### src/design/oale_pkg.sv
// oale_pkg: request codes and the control/carry structs shared by the list
// core and its storage cells. No dependencies.

package oale_pkg;

  localparam int unsigned ReqW   = 3;
  localparam int unsigned PosW   = 8;
  localparam int unsigned DataW  = 32;
  localparam int unsigned CountW = 8;
  localparam int unsigned FoundW = 7;

  localparam logic [ReqW-1:0] REQ_INSERT = 3'd0;
  localparam logic [ReqW-1:0] REQ_DELETE = 3'd1;
  localparam logic [ReqW-1:0] REQ_GET    = 3'd2;
  localparam logic [ReqW-1:0] REQ_LOCATE = 3'd3;
  localparam logic [ReqW-1:0] REQ_CLEAR  = 3'd4;

  typedef struct packed {
    logic              shift_up;
    logic              shift_down;
    logic              load;
    logic              scan;
    logic              probe_pos;
    logic              probe_val;
    logic [PosW-1:0]   pos_idx;
    logic [CountW-1:0] count;
    logic [DataW-1:0]  value;
  } cell_cmd_t;

  typedef struct packed {
    logic              hit;
    logic [DataW-1:0]  data;
    logic [CountW-1:0] idx;
  } carry_t;

endpackage

### src/design/oale_cell.sv
// oale_cell: one list slot plus one stage of the result carry chain.
// Depends on oale_pkg.

module oale_cell import oale_pkg::*; #(
  parameter int unsigned IDX = 0
) (
  input  logic             clk_i,
  input  logic             rst_ni,
  input  cell_cmd_t        cmd_i,
  input  logic [DataW-1:0] left_entry_i,
  input  logic [DataW-1:0] right_entry_i,
  input  carry_t           right_carry_i,
  output logic [DataW-1:0] entry_o,
  output carry_t           carry_o
);

  localparam logic [PosW-1:0]   MyPos   = PosW'(IDX);
  localparam logic [CountW-1:0] MyCount = CountW'(IDX);

  logic [DataW-1:0] entry_q, entry_d;
  carry_t           carry_q, carry_d;
  logic             local_hit;

  assign local_hit = (cmd_i.probe_pos && (MyPos == cmd_i.pos_idx)) ||
                     (cmd_i.probe_val && (MyCount < cmd_i.count) &&
                      (entry_q == cmd_i.value));

  always_comb begin
    entry_d = entry_q;
    if (cmd_i.shift_up) begin
      if (MyPos > cmd_i.pos_idx) begin
        entry_d = left_entry_i;
      end else if (MyPos == cmd_i.pos_idx) begin
        entry_d = cmd_i.value;
      end
    end else if (cmd_i.shift_down) begin
      if (MyPos >= cmd_i.pos_idx) begin
        entry_d = right_entry_i;
      end
    end
  end

  always_comb begin
    carry_d = carry_q;
    if (cmd_i.load) begin
      carry_d.hit  = local_hit;
      carry_d.data = entry_q;
      carry_d.idx  = MyCount;
    end else if (cmd_i.scan && !carry_q.hit) begin
      carry_d = right_carry_i;
    end
  end

  always_ff @(posedge clk_i) begin
    entry_q <= entry_d;
  end

  always_ff @(posedge clk_i or negedge rst_ni) begin
    if (!rst_ni) begin
      carry_q <= '0;
    end else begin
      carry_q <= carry_d;
    end
  end

  assign entry_o = entry_q;
  assign carry_o = carry_q;

endmodule

### config.mk
export PLATFORM = sky130hd
export DESIGN_NAME = oale_cell
export DESIGN_NICKNAME = d
export VERILOG_FILES = /design/src/design/oale_pkg.sv /design/src/design/oale_cell.sv
export SDC_FILE = /design/constraint.sdc
export NUM_CORES = 1
export LEC_CHECK = 0
export BUFFER_PORTS_ARGS = -buffer_cell sky130_fd_sc_hd__buf_2
export CORE_UTILIZATION = 35
export CTS_CLUSTER_SIZE = 8
export DETAILED_ROUTE_END_ITERATION = 12
export GPL_ROUTABILITY_DRIVEN = 0
export GPL_TIMING_DRIVEN = 1
export PLACE_DENSITY_LB_ADDON = 0.15
export SLEW_MARGIN = 25
export SYNTH_ARGS = -nofsm -noshare
export SYNTH_HDL_FRONTEND = slang
export SYNTH_SLANG_ARGS = --single-unit
### constraint.sdc
create_clock -name clk_i -period 1.2 [get_ports clk_i]
set_input_delay 0.36 -clock clk_i [delete_from_list [all_inputs] [get_ports clk_i]]
set_output_delay 0.36 -clock clk_i [all_outputs]
set_load 0.03 [all_outputs]
==> out/results.tsv <==
stage	metric	value	unit
run_status	status	finished with violations	
run_status	violated checks	negative setup slack	
die	die area	10650	µm²
timing	fmax	688.8	MHz
setup_path	CP bufs+invs	0	
die	initial core utilization	0.3635	
yosys	syn_nets	459	
timing	Hold Violations, Final	0	
placement	IO buf count	201	
die	Chip Width	103.2	µm
setup_path	CP max FO	2	
timing	Slew Viols, Final	0	
clock_network	clock-pin slew on the worst setup and hold paths	0.07	ns
global_routing	gr usage total	0.1972	
yosys	post-synthesis sequential area ratio	0.5541	
setup_path	Startpoint Class	flip-flop	
global_routing	initial antenna violation count	0	
yosys	Yosys reg bits	73	
clock_network	H-Tree Depth	3	
route	# DRC	0	
layout	layout cell share with drive strength beyond 1	0.5906	
timing	Final min period	1.452	ns
layout	final core utilization	0.6342	
min_path	HP Class	primary input to flip-flop	
route	Via Count	3304	
route	vias per inst	4.673	
yosys	syn avg cell area	12.03	µm²
timing	Worst Setup Slack, final	-0.2519	ns
setup_path	Critical Path RT	1.46	ns
timing	setup_tns	-9.161	ns
setup_path	worst-path cell chain	xnor2_2 > nand4_1 > nor4_2 > nand4_1 > o211ai_2	
job	max-cap viol count	0	
global_routing	vias in the first global route	3219	
die	core area	9864	µm²
die	Ports	234	
global_routing	grt ovf	0	
timing	RSZ-0062 raised after global routing	true	
timing	Worst slew margin	0.7940	
route	final WL	11.21	mm
layout	Area Growth Syn to Fin	74.46	%
yosys	Synth Warn #	0	
clock_network	Clock Path Buffers	2	
setup_path	Max stage delay on crit path	0.46	ns
route	drt wl/cell	15.85	µm
power	PwrDens	929.0	nW/µm²
clock_network	root buf cell	clkbuf_8	
clock_network	Worst-Skew Late Latency	0.35	ns
yosys	Synth Instances	298	
timing	final period utilization	1.210	
clock_network	clk sinks	73	
clock_network	TritonCTS Buffers	9	
clock_network	CTS tree	built	
power	worst vdd ir	0.4568	mV
route	1st-iter DRT viols	93	
setup_path	Slowest cell on crit path	edfxtp_1	
yosys	area of the mapped netlist	3586	µm²
route	ANT nets after route	0	
setup_path	Worst Path Arrival	1.71	ns
timing	# setup viols final	106	
setup_path	Crit Path Category	flip-flop to flip-flop	
setup_path	cell repeated most along the worst path	nand4_1	
timing	Worst Clk Skew	0.01069	ns
setup_path	critical path endpoint category	flip-flop	
global_routing	largest net degree at the start of global routing	47	
timing	Worst-Margin Slew	0.3080	ns
setup_path	CP top delay family	simple AND/OR/NAND/NOR gates	
placement	HPWL Detailed	7.575	mm
power	LEAKAGE	2.918	nW
route	First-pass DRT Iterations	4	
layout	layout net count	730	
global_routing	first-pass GRT wire length	15.55	mm
yosys	Distinct cells, synth	22	
layout	Ant. Diodes	0	
die	row cnt	36	
die	Die Ht	103.2	µm
-- worst paths after layout --
kind / from / end / slack [ns] / depth (start not counted)
max: entry_o[13] / carry_o[40] / -0.25 / 5
min: right_carry_i[4] / carry_o[4] / 0.26 / 3
max reg2reg: entry_o[13] / carry_o[40] / -0.25 / 5
min reg2reg: carry_o[1] / carry_o[1] / 0.54 / 2
max in group asynchronous: rst_ni / carry_o[40] / 0.43 / 3
min in group asynchronous: rst_ni / carry_o[17] / 0.53 / 3
-- metrics by stage --
step | setup slack (ns) | power, W | area (µm²) | std cells | hold WS, ns
floorplan | -0.2041 | 0.003484 | 3676 | 298 | 0.06441
global placement | -0.4025 | 0.003931 | 5124 | 657 | 0.3567
detailed placement | -0.4128 | 0.003954 | 5124 | 657 | 0.3631
CTS | -0.2511 | 0.005770 | 6033 | 693 | 0.2324
global route | -0.3328 | 0.006095 | 6256 | 707 | 0.2471
finish | -0.2519 | 0.005812 | 6256 | 707 | 0.2580
-- registers in the layout, indices dropped and copies added, names as in the netlist --
name / count
entry_o: 32
carry_o: 41
-- cell families (layout without fill, tap and decap cells) --
logic type	count (synthesis)	in the layout	synth area share
XOR/XNOR	32	32	0.07816
buffers and inverters	18	294	0.02896
flip-flops	73	73	0.5541
AO/OA/AOI/OAI	44	44	0.06490
AND/OR/NAND/NOR	67	67	0.08409
multiplexers	64	64	0.1898
-- synth_stat cells --
cell type	n	share of area
buf_2	5	0.0070
nor3_1	1	0.0014
buf_6	3	0.0094
nand4_1	8	0.014
o211a_1	1	0.0028
nand3_1	2	0.0028
mux2_2	32	0.10
clkbuf_1	8	0.0084
nor4_2	1	0.0035
nand2b_1	1	0.0017
a21oi_1	10	0.014
o21ai_1	32	0.045
o211ai_2	1	0.0035
buf_4	2	0.0042
xor2_1	4	0.0098
nor2b_1	1	0.0017
xnor2_1	28	0.068
edfxtp_1	32	0.27
nor4_1	5	0.0087
dfrtp_1	41	0.29
mux2i_1	32	0.089
nand2_1	48	0.050
-- layout by cell type, fill, tap and decap left out, drive strengths merged --
cell type,count
buf,273
nand2,48
dfrtp,41
mux2,32
o21ai,32
edfxtp,32
mux2i,32
xnor2,28
clkbuf,19
a21oi,10
nand4,8
nor4,6
xor2,4
nand3,2
o211a,1
nand2b,1
nor2b,1
nor3,1
o211ai,1
clkinv,1
dlygate4sd3,1
-- worst reg2reg max path, cell delays in order, from the launching register on --
cell and delay [ns]:
edfxtp_1 0.46, xnor2_2 0.20, nand4_1 0.14, nor4_2 0.31, nand4_1 0.18, o211ai_2 0.09
-- power by group --
part	internal (W)	total, W	switching (W)
registers	0.00272	0.00280	0.0000770
clock network	0.000754	0.00161	0.000856
logic	0.000728	0.00140	0.000672
-- repair_timing --
| item | in CTS | in global routing |
|---|---|---|
| buffers inserted | 19 | 9 |
| endpoints found under the hold margin | 41 | 0 |
| pin swaps | 1 | 6 |
| resized for setup | 182 | 10 |
| gates cloned | 0 | 5 |
| hold buffers | 1 | 0 |
| setup endpoints to repair | 76 | 98 |
-- layout make-up --
class / instances / area, µm²
Tap cell: 133 / 166.4
Clock buffer: 15 / 146.4
Sequential cell: 73 / 1988
Timing Repair Buffer: 278 / 2333
Clock inverter: 1 / 5.005
Fill cell: 794 / 3608
Multi-Input combinational cell: 207 / 1617
-- per-layer routing --
layer | global-route usage | part of all wire
met5 | 0 | 0
met4 | 0.08126 | 0.015
met3 | 0.04234 | 0.059
met2 | 0.3421 | 0.52
met1 | 0.2382 | 0.41
Note: power is estimated with default switching activity, not from simulation.
